### src/rtl/core/key_event_tlv_parser_defines.svh
// Assertion helpers for the key event parser
`ifndef KEY_EVENT_TLV_PARSER_DEFINES_SVH
`define KEY_EVENT_TLV_PARSER_DEFINES_SVH

// Consequent must hold in the same cycle as the antecedent
`define KEVT_ASSERT_NOW(label, ante, cons, msg) \
  label: assert property (@(posedge clk) disable iff (rst) (ante) |-> (cons)) else $error(msg);

// Consequent must hold in the cycle after the antecedent
`define KEVT_ASSERT_NEXT(label, ante, cons, msg) \
  label: assert property (@(posedge clk) disable iff (rst) (ante) |=> (cons)) else $error(msg);

`endif

### src/rtl/core/kevt_pkg.sv
`timescale 1ns / 1ps

package kevt_pkg;

  localparam int unsigned CountW   = 9;
  localparam int unsigned AddrW    = 3;
  localparam int unsigned DataW    = 32;

  localparam logic [CountW-1:0] CountMax = 9'd511;
  localparam logic [7:0] MinPayloadReset = 8'd1;

  localparam logic [0:0] RegMinPayload = 1'b0;

  localparam logic [7:0] TypeWheel = 8'h07;
  localparam logic [7:0] TypeStick = 8'h08;
  localparam logic [7:0] LenButton = 8'd1;
  localparam logic [7:0] LenWheel  = 8'd5;
  localparam logic [7:0] LenStick  = 8'd4;

  localparam logic [1:0] FailNone     = 2'd0;
  localparam logic [1:0] FailShort    = 2'd1;
  localparam logic [1:0] FailBadLen   = 2'd2;
  localparam logic [1:0] FailTruncate = 2'd3;

  localparam logic [3:0] EventNone   = 4'd0;
  localparam logic [3:0] EventSwitch = 4'd11;

  typedef enum logic [5:0] {
    PhHeader = 6'b000001,
    PhType   = 6'b000010,
    PhLen    = 6'b000100,
    PhValue  = 6'b001000,
    PhSkip   = 6'b010000,
    PhDead   = 6'b100000
  } phase_t;

  function automatic logic is_button(input logic [7:0] t);
    is_button = (t inside {[8'd1:8'd6]}) || (t inside {[8'd9:8'd13]});
  endfunction

  function automatic logic [7:0] record_total(input logic [7:0] t);
    if (t == TypeWheel) begin
      record_total = LenWheel;
    end else if (t == TypeStick) begin
      record_total = LenStick;
    end else begin
      record_total = LenButton;
    end
  endfunction

  function automatic logic [3:0] button_event(input logic [7:0] t, input logic [7:0] clicks,
                                              input logic [3:0] cur);
    logic [7:0] code;
    code = 8'd0;
    button_event = cur;
    if (clicks == 8'd1) begin
      if (t inside {[8'd2:8'd6]}) begin
        code = t - 8'd1;
        button_event = code[3:0];
      end else if (t inside {[8'd9:8'd13]}) begin
        code = t - 8'd3;
        button_event = code[3:0];
      end
    end else if (clicks == 8'd3) begin
      if (t == 8'd5) button_event = EventSwitch;
    end
  endfunction

endpackage

### src/rtl/core/kevt_if.sv
`timescale 1ns / 1ps

interface kevt_frame_if;
  logic       valid;
  logic       ready;
  logic [7:0] frame_byte;
  logic       last_byte;

  modport source (output valid, output frame_byte, output last_byte, input ready);
  modport sink (input valid, input frame_byte, input last_byte, output ready);
endinterface

interface kevt_report_if;
  logic               valid;
  logic               ready;
  logic               parse_ok;
  logic [1:0]         fail_code;
  logic [3:0]         event_code;
  logic signed [15:0] stick_x;
  logic signed [15:0] stick_y;
  logic signed [15:0] wheel_degree;
  logic signed [15:0] wheel_speed;
  logic [7:0]         wheel_speed_ratio;

  modport source (output valid, output parse_ok, output fail_code, output event_code,
                  output stick_x, output stick_y, output wheel_degree, output wheel_speed,
                  output wheel_speed_ratio, input ready);
  modport sink (input valid, input parse_ok, input fail_code, input event_code,
                input stick_x, input stick_y, input wheel_degree, input wheel_speed,
                input wheel_speed_ratio, output ready);
endinterface

### src/rtl/core/key_event_tlv_parser.sv
`timescale 1ns / 1ps
// Key event TLV parser.
// Channel frame (valid/ready) carries one frame byte per beat with a last-byte
// mark. The first two bytes of each frame are header; the rest are TLV records
// for buttons, the wheel and the stick. Channel report carries one beat per
// frame, issued for the beat that has last_byte set: status plus the kept
// event, stick and wheel values after that frame.
// Throughput: one byte per cycle unless a report is stalled; each byte is parsed by
// one pass of logic between the parser state registers and the report register.
// The report is valid in the cycle after the last byte is taken.
// The report register decouples the sides: a byte is taken whenever the
// report register is empty or is being drained in the same cycle. While the
// receiver stalls a pending report, frame.ready stays low.
// APB port: register min_payload_bytes at address 0, written in the access
// cycle, readable at any time; pready is tied high.
// Reset (rst, synchronous): parser back to header skip, kept values cleared,
// min_payload_bytes back to 1, no report pending.
`include "key_event_tlv_parser_defines.svh"

module key_event_tlv_parser (
  input  logic                          clk,
  input  logic                          rst,
  kevt_frame_if.sink                    frame,
  kevt_report_if.source                 report,
  input  logic                          psel,
  input  logic                          penable,
  input  logic                          pwrite,
  input  logic [kevt_pkg::AddrW-1:0]    paddr,
  input  logic [kevt_pkg::DataW-1:0]    pwdata,
  output logic [kevt_pkg::DataW-1:0]    prdata,
  output logic                          pready
);

  logic [7:0] min_payload;

  kevt_pkg::phase_t          phase, phase_next;
  logic [kevt_pkg::CountW-1:0] byte_count, count_next;
  logic [7:0]                record_type, type_next;
  logic [7:0]                bytes_left, left_next;
  logic [7:0]                low_hold, hold_next;
  logic [1:0]                frame_error, err_next;
  logic [3:0]                current_event, event_next;
  logic [15:0]               stick_x, sx_next;
  logic [15:0]               stick_y, sy_next;
  logic [15:0]               wheel_degree, deg_next;
  logic [15:0]               wheel_speed, spd_next;
  logic [7:0]                wheel_ratio, ratio_next;

  logic [3:0]  keep_event;
  logic [15:0] keep_sx, keep_sy, keep_deg, keep_spd;
  logic [7:0]  keep_ratio;

  logic [3:0]  event_fin;
  logic [15:0] sx_fin, sy_fin, deg_fin, spd_fin;
  logic [7:0]  ratio_fin;

  logic        take;
  logic        short_frame;
  logic [1:0]  fail;
  logic [7:0]  total;
  logic [2:0]  idx;
  logic [15:0] word;
  logic [7:0]  b;

  assign pready = 1'b1;
  assign prdata = (paddr[2] == kevt_pkg::RegMinPayload) ?
                  {{(kevt_pkg::DataW-8){1'b0}}, min_payload} : '0;

  always_ff @(posedge clk) begin
    if (rst) begin
      min_payload <= kevt_pkg::MinPayloadReset;
    end else if (psel && penable && pwrite && pready &&
                 paddr[2] == kevt_pkg::RegMinPayload) begin
      min_payload <= pwdata[7:0];
    end
  end

  assign frame.ready = !report.valid || report.ready;
  assign take = frame.valid && frame.ready;
  assign b = frame.frame_byte;
  assign total = kevt_pkg::record_total(record_type);
  assign idx = total[2:0] - bytes_left[2:0];
  assign word = {b, low_hold};

  always_comb begin
    phase_next = phase;
    count_next = (byte_count == kevt_pkg::CountMax) ? byte_count :
                 byte_count + {{(kevt_pkg::CountW-1){1'b0}}, 1'b1};
    type_next  = record_type;
    left_next  = bytes_left;
    hold_next  = low_hold;
    err_next   = frame_error;
    event_next = current_event;
    sx_next    = stick_x;
    sy_next    = stick_y;
    deg_next   = wheel_degree;
    spd_next   = wheel_speed;
    ratio_next = wheel_ratio;
    case (phase)
      kevt_pkg::PhHeader: begin
        if (count_next >= 9'd2) phase_next = kevt_pkg::PhType;
      end
      kevt_pkg::PhType: begin
        type_next  = b;
        phase_next = kevt_pkg::PhLen;
      end
      kevt_pkg::PhLen: begin
        if (kevt_pkg::is_button(record_type) || record_type == kevt_pkg::TypeWheel ||
            record_type == kevt_pkg::TypeStick) begin
          if (b != total) begin
            err_next   = kevt_pkg::FailBadLen;
            phase_next = kevt_pkg::PhDead;
          end else begin
            left_next  = total;
            phase_next = kevt_pkg::PhValue;
          end
        end else begin
          left_next  = b;
          phase_next = (b != 8'd0) ? kevt_pkg::PhSkip : kevt_pkg::PhType;
        end
      end
      kevt_pkg::PhValue: begin
        if (kevt_pkg::is_button(record_type)) begin
          event_next = kevt_pkg::button_event(record_type, b, current_event);
        end else if (record_type == kevt_pkg::TypeWheel) begin
          case (idx)
            3'd0, 3'd2: hold_next = b;
            3'd1: deg_next = word;
            3'd3: spd_next = word;
            default: ratio_next = b;
          endcase
        end else begin
          case (idx)
            3'd0, 3'd2: hold_next = b;
            3'd1: sx_next = word;
            default: sy_next = word;
          endcase
        end
        left_next = bytes_left - 8'd1;
        if (left_next == 8'd0) phase_next = kevt_pkg::PhType;
      end
      kevt_pkg::PhSkip: begin
        left_next = bytes_left - 8'd1;
        if (left_next == 8'd0) phase_next = kevt_pkg::PhType;
      end
      kevt_pkg::PhDead: begin
      end
      default: phase_next = kevt_pkg::PhHeader;
    endcase

    short_frame = {1'b0, count_next} < ({2'b00, min_payload} + 10'd2);
    if (short_frame) begin
      fail = kevt_pkg::FailShort;
    end else if (err_next != kevt_pkg::FailNone) begin
      fail = err_next;
    end else if (phase_next == kevt_pkg::PhLen || phase_next == kevt_pkg::PhValue ||
                 (phase_next == kevt_pkg::PhType && count_next == 9'd2)) begin
      fail = kevt_pkg::FailTruncate;
    end else begin
      fail = kevt_pkg::FailNone;
    end

    // on the last byte of a short frame, restore values from before the frame; a one-byte frame changes nothing
    if (frame.last_byte && short_frame && byte_count != '0) begin
      event_fin = keep_event;
      sx_fin    = keep_sx;
      sy_fin    = keep_sy;
      deg_fin   = keep_deg;
      spd_fin   = keep_spd;
      ratio_fin = keep_ratio;
    end else begin
      event_fin = event_next;
      sx_fin    = sx_next;
      sy_fin    = sy_next;
      deg_fin   = deg_next;
      spd_fin   = spd_next;
      ratio_fin = ratio_next;
    end
  end

  always_ff @(posedge clk) begin
    if (rst) begin
      phase         <= kevt_pkg::PhHeader;
      byte_count    <= '0;
      record_type   <= 8'd0;
      bytes_left    <= 8'd0;
      low_hold      <= 8'd0;
      frame_error   <= kevt_pkg::FailNone;
      current_event <= kevt_pkg::EventNone;
      stick_x       <= 16'd0;
      stick_y       <= 16'd0;
      wheel_degree  <= 16'd0;
      wheel_speed   <= 16'd0;
      wheel_ratio   <= 8'd0;
      keep_event    <= kevt_pkg::EventNone;
      keep_sx       <= 16'd0;
      keep_sy       <= 16'd0;
      keep_deg      <= 16'd0;
      keep_spd      <= 16'd0;
      keep_ratio    <= 8'd0;
    end else if (take) begin
      if (byte_count == '0) begin
        keep_event <= current_event;
        keep_sx    <= stick_x;
        keep_sy    <= stick_y;
        keep_deg   <= wheel_degree;
        keep_spd   <= wheel_speed;
        keep_ratio <= wheel_ratio;
      end
      current_event <= event_fin;
      stick_x       <= sx_fin;
      stick_y       <= sy_fin;
      wheel_degree  <= deg_fin;
      wheel_speed   <= spd_fin;
      wheel_ratio   <= ratio_fin;
      if (frame.last_byte) begin
        phase       <= kevt_pkg::PhHeader;
        byte_count  <= '0;
        record_type <= 8'd0;
        bytes_left  <= 8'd0;
        low_hold    <= 8'd0;
        frame_error <= kevt_pkg::FailNone;
      end else begin
        phase       <= phase_next;
        byte_count  <= count_next;
        record_type <= type_next;
        bytes_left  <= left_next;
        low_hold    <= hold_next;
        frame_error <= err_next;
      end
    end
  end

  always_ff @(posedge clk) begin
    if (rst) begin
      report.valid <= 1'b0;
    end else if (take && frame.last_byte) begin
      report.valid <= 1'b1;
    end else if (report.ready) begin
      report.valid <= 1'b0;
    end
  end

  always_ff @(posedge clk) begin
    if (take && frame.last_byte) begin
      report.parse_ok          <= (fail == kevt_pkg::FailNone);
      report.fail_code         <= fail;
      report.event_code        <= event_fin;
      report.stick_x           <= sx_fin;
      report.stick_y           <= sy_fin;
      report.wheel_degree      <= deg_fin;
      report.wheel_speed       <= spd_fin;
      report.wheel_speed_ratio <= ratio_fin;
    end
  end

  `KEVT_ASSERT_NOW(a_ok_matches_code, report.valid, report.parse_ok == (report.fail_code == kevt_pkg::FailNone), "parse_ok disagrees with fail_code")
  `KEVT_ASSERT_NEXT(a_last_gives_report, take && frame.last_byte, report.valid, "no report after last byte")
  `KEVT_ASSERT_NEXT(a_last_clears_parse, take && frame.last_byte, phase == kevt_pkg::PhHeader && byte_count == '0, "parser not cleared after frame")
  `KEVT_ASSERT_NOW(a_no_overrun, report.valid && !report.ready, !frame.ready, "byte taken while report stalled")

endmodule
### src/flat_wrapper.sv
// flat-port wrapper written by rule: the top's interface ports become plain ports
module key_event_tlv_parser_flat 
  (clk, rst, psel, penable, pwrite, paddr, pwdata, prdata, pready, frame_valid, frame_frame_byte, frame_last_byte, frame_ready, report_valid, report_parse_ok, report_fail_code, report_event_code, report_stick_x, report_stick_y, report_wheel_degree, report_wheel_speed, report_wheel_speed_ratio, report_ready);
  kevt_frame_if frame_i ();
  kevt_report_if report_i ();
  input  logic clk;
  input  logic rst;
  input  logic psel;
  input  logic penable;
  input  logic pwrite;
  input  logic [kevt_pkg::AddrW-1:0] paddr;
  input  logic [kevt_pkg::DataW-1:0] pwdata;
  output logic [kevt_pkg::DataW-1:0] prdata;
  output logic pready;
  input wire logic [$bits(frame_i.valid)-1:0] frame_valid;
  input wire logic [$bits(frame_i.frame_byte)-1:0] frame_frame_byte;
  input wire logic [$bits(frame_i.last_byte)-1:0] frame_last_byte;
  output wire logic [$bits(frame_i.ready)-1:0] frame_ready;
  output wire logic [$bits(report_i.valid)-1:0] report_valid;
  output wire logic [$bits(report_i.parse_ok)-1:0] report_parse_ok;
  output wire logic [$bits(report_i.fail_code)-1:0] report_fail_code;
  output wire logic [$bits(report_i.event_code)-1:0] report_event_code;
  output wire logic [$bits(report_i.stick_x)-1:0] report_stick_x;
  output wire logic [$bits(report_i.stick_y)-1:0] report_stick_y;
  output wire logic [$bits(report_i.wheel_degree)-1:0] report_wheel_degree;
  output wire logic [$bits(report_i.wheel_speed)-1:0] report_wheel_speed;
  output wire logic [$bits(report_i.wheel_speed_ratio)-1:0] report_wheel_speed_ratio;
  input wire logic [$bits(report_i.ready)-1:0] report_ready;
  assign frame_i.valid = frame_valid;
  assign frame_i.frame_byte = frame_frame_byte;
  assign frame_i.last_byte = frame_last_byte;
  assign frame_ready = frame_i.ready;
  assign report_valid = report_i.valid;
  assign report_parse_ok = report_i.parse_ok;
  assign report_fail_code = report_i.fail_code;
  assign report_event_code = report_i.event_code;
  assign report_stick_x = report_i.stick_x;
  assign report_stick_y = report_i.stick_y;
  assign report_wheel_degree = report_i.wheel_degree;
  assign report_wheel_speed = report_i.wheel_speed;
  assign report_wheel_speed_ratio = report_i.wheel_speed_ratio;
  assign report_i.ready = report_ready;
  key_event_tlv_parser u_core (.clk(clk), .rst(rst), .frame(frame_i), .report(report_i), .psel(psel), .penable(penable), .pwrite(pwrite), .paddr(paddr), .pwdata(pwdata), .prdata(prdata), .pready(pready));
endmodule
### config.mk
export PLATFORM = sky130hd
export DESIGN_NAME = key_event_tlv_parser_flat
export DESIGN_NICKNAME = d
export VERILOG_FILES = /design/src/rtl/core/kevt_pkg.sv /design/src/rtl/core/kevt_if.sv /design/src/rtl/core/key_event_tlv_parser.sv /design/src/flat_wrapper.sv
export VERILOG_INCLUDE_DIRS = /design/src /design/src/rtl/core
export SDC_FILE = /design/constraint.sdc
export NUM_CORES = 1
export LEC_CHECK = 0
export BUFFER_PORTS_ARGS = -buffer_cell sky130_fd_sc_hd__buf_2
export CAP_MARGIN = 20
export CORE_MARGIN = 2
export CORE_UTILIZATION = 64
export CTS_CLUSTER_DIAMETER = 100
export DETAILED_ROUTE_END_ITERATION = 8
export PLACE_DENSITY = 0.94
export SLEW_MARGIN = 20
export SYNTH_ARGS = -nofsm -noshare
export SYNTH_HDL_FRONTEND = slang
export SYNTH_SLANG_ARGS = --single-unit
### constraint.sdc
create_clock -name clk -period 6.2 [get_ports clk]
set_input_delay 0.62 -clock clk [delete_from_list [all_inputs] [get_ports clk]]
set_output_delay 0.62 -clock clk [all_outputs]
set_load 0.01 [all_outputs]
Word level (Yosys, flattened, before mapping):

Cells that the tools add are included.

* $add $sub $neg: 6
* $lt $le $gt $ge: 7
* equal/unequal tests: 22
* muxes and demuxes: 64
* bitwise logic cells: 1
* reductions and logical operators: 38

Operators with widths (count)
* $mux W16: 20
* $mux W8: 16
* $mux W4: 8
* $mux W6: 5
* $pmux W6 S5: 1
* $mux W9: 2
* $eq A8 B3 Y1 const B: 2
* $pmux W8 S2: 1
* $mux W2: 7
* $eq A6 B2 Y1 const B: 2
* $eq A6 B3 Y1 const B: 2
* $eq A6 B4 Y1 const B: 2
* $logic_and A1 B1 Y1: 11
* $lt A9 B10 Y1: 1
* $reduce_bool A2 Y1: 5
* $add A8 B2 Y9 const B: 1
* $add A9 B1 Y9 const B: 1
* $eq A9 B2 Y1 const B: 1
* $eq A9 B9 Y1 const B: 1
* $ge A9 B2 Y1 const B: 1
* $logic_not A9 Y1: 1
* $reduce_bool A9 Y1: 1
* $eq A8 B1 Y1 const B: 1
* $eq A8 B2 Y1 const B: 1
* 35 further kinds: 44

* register bits after elaboration: 281
* input port bits: 51
* output and inout port bits: 114
* logic and storage cells: 166

Logic depth before layout (Yosys ltp):

* depth after elaboration: 14
* mapped depth: 16

Least setup slack after synthesis:

OpenSTA, ideal clock, no wires.

* path kind: input-to-reg
* start: input port report_ready
* end: register u_core.low_hold[7]
* setup time: 128 ps
* arrival time: 3907 ps
* setup slack: 2165 ps
* stages: 9
* cell sequence: nand2b_1 > and2_1 > clkbuf_1 > clkbuf_1 > nand2_1 > inv_1 > nor2_1 > a22oi_1 > nor2_1

* cells in the longest elaborated chain, start to end: 3

Ends and longest elaborated chain
* from (decl): line flat_wrapper.sv:28 `input wire logic [$bits(report_i.ready)-1:0] report_ready;`
* $logic_or A1 B1 Y1: line key_event_tlv_parser.sv:78 `assign frame.ready = !report.valid || report.ready;`
* $logic_and A1 B1 Y1: line key_event_tlv_parser.sv:79 `assign take = frame.valid && frame.ready;`
* $reduce_and A4 Y1 (no line)
* to (signal assigned): line key_event_tlv_parser.sv:228 `low_hold <= hold_next;`
* to (decl): line key_event_tlv_parser.sv:40 `logic [7:0] low_hold, hold_next;`

Every way passes these cells.
A chain may end at the register's enable or synchronous reset.

Final worst setup path:

* start: register u_core.byte_count[0] (netlist bit)
* end: register u_core.current_event[0]

* cells in the longest elaborated chain, start to end: 6

Ends and longest elaborated chain
* from (decl): line key_event_tlv_parser.sv:37 `logic [kevt_pkg::CountW-1:0] byte_count, count_next;`
* from (signal assigned): line key_event_tlv_parser.sv:225 `byte_count <= count_next;`
* $add A9 B1 Y9 or $eq A9 B9 Y1 (tied branches): line key_event_tlv_parser.sv:88, key_event_tlv_parser.sv:87
* $mux W9: line key_event_tlv_parser.sv:87 `count_next = (byte_count == kevt_pkg::CountMax) ? byte_count :`
* $lt A9 B10 Y1: line key_event_tlv_parser.sv:151 `short_frame = {1'b0, count_next} < ({2'b00, min_payload} + 10'd2);`
* $logic_and A1 B1 Y1: line key_event_tlv_parser.sv:164 `if (frame.last_byte && short_frame && byte_count != '0) begin`
* $logic_and A1 B1 Y1 (*): line key_event_tlv_parser.sv:164
* $mux W4 (*): line key_event_tlv_parser.sv:164
* to (signal assigned): line key_event_tlv_parser.sv:189 `current_event <= kevt_pkg::EventNone;`
* to (signal assigned): line key_event_tlv_parser.sv:210 `current_event <= event_fin;`
* to (decl): line key_event_tlv_parser.sv:42 `logic [3:0] current_event, event_next;`

Every way passes the cells marked *; elsewhere a longest branch is shown, timed or not.

==> flow_summary.ini <==
[status]
status = finished clean

[logic_synthesis]
ys.flop_type = dfxtp_1
synth_cell_types = 72
synth_cells = 1661
synth_top_cell_area_share = 0.279
synth_area_leaders = dfxtp_1 (28%), edfxtp_1 (16%), mux2i_1 (8.4%), nand2_1 (7.9%), a21oi_1 (3.9%)
yosysMostFrequentCell = nand2_1
yosysTopAreaCell = dfxtp_1
syn_area_mm2 = 0.0145
syn_area_per_cell_um2 = 8.72
synth_commonest_cells = nand2_1 (304), dfxtp_1 (202), nor2_1 (143), mux2i_1 (121), clkbuf_1 (118)
ys_ff_latch = 281
postSynth.asyncResetShare = 0
synth-edff-count = 79
yosysWarnings = 0
yosysSeqAreaShare = 0.443

[global_routing]
grt_overflow_total = 0
grt_pass1_vias = 12300
grt_max_degree = 120
grtUsageTotal = 0.326
grt_pass1_wl_um = 63400
antenna_found_initial = 0

[clock_network]
cts_root_buf = clkbuf_16
cts.sinks = 281
insertion_delay_ps = 560
cts_setup_buffers = 0
cts.clk_slew.worst_paths_ps = 60
hold_buffers = 0
cts_tree = yes
cts-buffers-inserted = 28
htreeDepth = 1
cts_buffer_depth = 3
cts_resized = 0

[die]
dieArea_mm2 = 0.0238
ios = 165
num_rows = 55
start_util = 0.645
dieHeight_um = 154
coreArea_mm2 = 0.0224
die_w_um = 154

[pwr]
p_leak_nw = 5.66
pwr_density_cell_mw_per_mm2 = 258
vdd_drop_max_v = 0.000180

[place]
place_hpwl_um = 23600
port_buffers = 113
place.gp.congestion = 0.918

[route]
routed_wl_um = 40100
wire_per_inst_um = 20.2
drc = 0
vias_per_cell = 6.64
vias = 13200
ant_nets = 0
initialDrtViolationCount = 1733
drt-pass1-iter-count = 8

[worst_setup_path]
critPathMaxFanout = 104
crit_arrival_ps = 4910
cp_top_family = simple AND/OR/NAND/NOR gates
cpMaxStageDelayCell = or2_4
worstPathRequired_ps = 6630
path_buf_inv = 1
crit_type = flip-flop to flip-flop
slowest_delay_ps = 850
cp-end-kind = flip-flop
crit_path_start_kind = flip-flop
cp_cell_sequence = ha_1, and4_1, nand2_1, o21ai_0, ha_1, and3_1, o211ai_1, and3_1, or2_4, buf_4, nand2_1, a311oi_1
r2r_start = u_core.byte_count[0]
crit_start = u_core.byte_count[0]

[final_layout]
area_growth_pct = 9.50
drive_above_1_share = 0.132
multi_input_comb_area_mm2 = 0.00732
regArea_mm2 = 0.00642
fillerInstances = 1580
postLayoutCoreUtil = 0.707
diodes = 0
fin_nets = 1747

[sta]
setup_viol = 0
finalCritPeriodShare = 0.724
fmax_mhz = 223
slew_headroom = 0.249
finalSetupTns_ps = 0
report.final.slew_viol_count = 0
hold_viol = 0
worst_clock_skew_ps = 18.9
min_period_ps = 4490
rsz0062_at_grt = no
worst_pin_slew_ps = 1130

[run]
max_cap_viol_count = 0

[min_path]
worstHoldStart = pwdata[7]
worst_hold_path_type = input port to flip-flop
power breakdown:
| group | leakage [nW] | switching [mW] | total, mW | internal, mW |
|---|---|---|---|---|
| Combinational | 2.78 | 0.263 | 0.352 | 0.0884 |
| Clock | 0.483 | 0.734 | 1.78 | 1.05 |
| Sequential | 2.39 | 0.0275 | 1.96 | 1.93 |
cell families after synthesis:
logic type / share of synthesized area
fa+ha+maj: 0.0164
other cells: 0.000519
flops: 0.443
mux: 0.0899
buf+inv: 0.0586
simple gates: 0.207
xor+xnor: 0.0109
compound gates: 0.174
placed cells by master (no fill, tap or decap), types with 5 or more instances in the layout:
cell       instances
dfxtp_1          202
inv_1             17
nand2b_1          18
nor3b_1            5
mux2i_1          121
nor3_1            91
a311oi_1           5
clkinv_2           6
ha_1              19
nor2b_1           12
edfxtp_1          79
a211oi_1          22
clkbuf_8           9
nor4_1            16
nand3_1           27
nand3b_1           5
xor2_1            11
nand2_1          303
a22oi_1           22
mux2_2             8
nor2_1           141
o21ai_1           35
buf_2            112
and3_1             7
xnor2_1            7
a2111oi_2         26
conb_1            25
or3_1              6
clkbuf_16         29
o211ai_1           5
a21oi_1          114
o21ai_0           39
a2111oi_0         24
o21bai_1          19
buf_4             11
a31oi_1           24
worst paths after layout:
| check | endpoint | slack [ps] | cells past startpoint |
|---|---|---|---|
| worst max-delay path | u_core.current_event[0] | 1710 | 12 |
| worst min-delay path | u_core.min_payload[7] | 300 | 3 |
| worst max register to register | u_core.current_event[0] | 1710 | 12 |
| worst min register to register | u_core.keep_event[2] | 460 | 2 |
routing by layer:
| layer | vias to the layer above | routed length (um) | share of wire | track usage |
|---|---|---|---|---|
| met4 | 0 | 2250 | 0.056 | 0.174 |
| met1 | 6155 | 14900 | 0.37 | 0.416 |
| met5 | - | 0 | 0 | 0 |
| li1 | 5914 | - | - | - |
| met3 | 208 | 4280 | 0.11 | 0.0530 |
| met2 | 904 | 18800 | 0.47 | 0.535 |
worst min-delay path: stages:
cell	delay, ps
buf_2	90
nand2_1	40
a21oi_1	50
per-stage QoR:
step                total power, mW  setup slack [ps]  area [um2]  hold WS, ps  std cells
finish                         4.09              1710       15900          298       1984
global route                   4.20              1440       15900          292       1984
CTS                            4.08              1790       15800          291       1983
detailed placement             2.34              1810       14900          452       1931
global placement               2.32              2060       14900          443       1931
floorplan                      2.23              2170       14600          437       1684
cell type report:
type / count / area share
inverter: 19 / 0.00458
sequential: 281 / 0.405
timing repair buffer: 127 / 0.0446
clock inverter: 10 / 0.00710
clock buffer: 42 / 0.0545
multi-input combinational: 1220 / 0.462
tap: 285 / 0.0225
No activity file was read; power rests on OpenSTA's default activity.
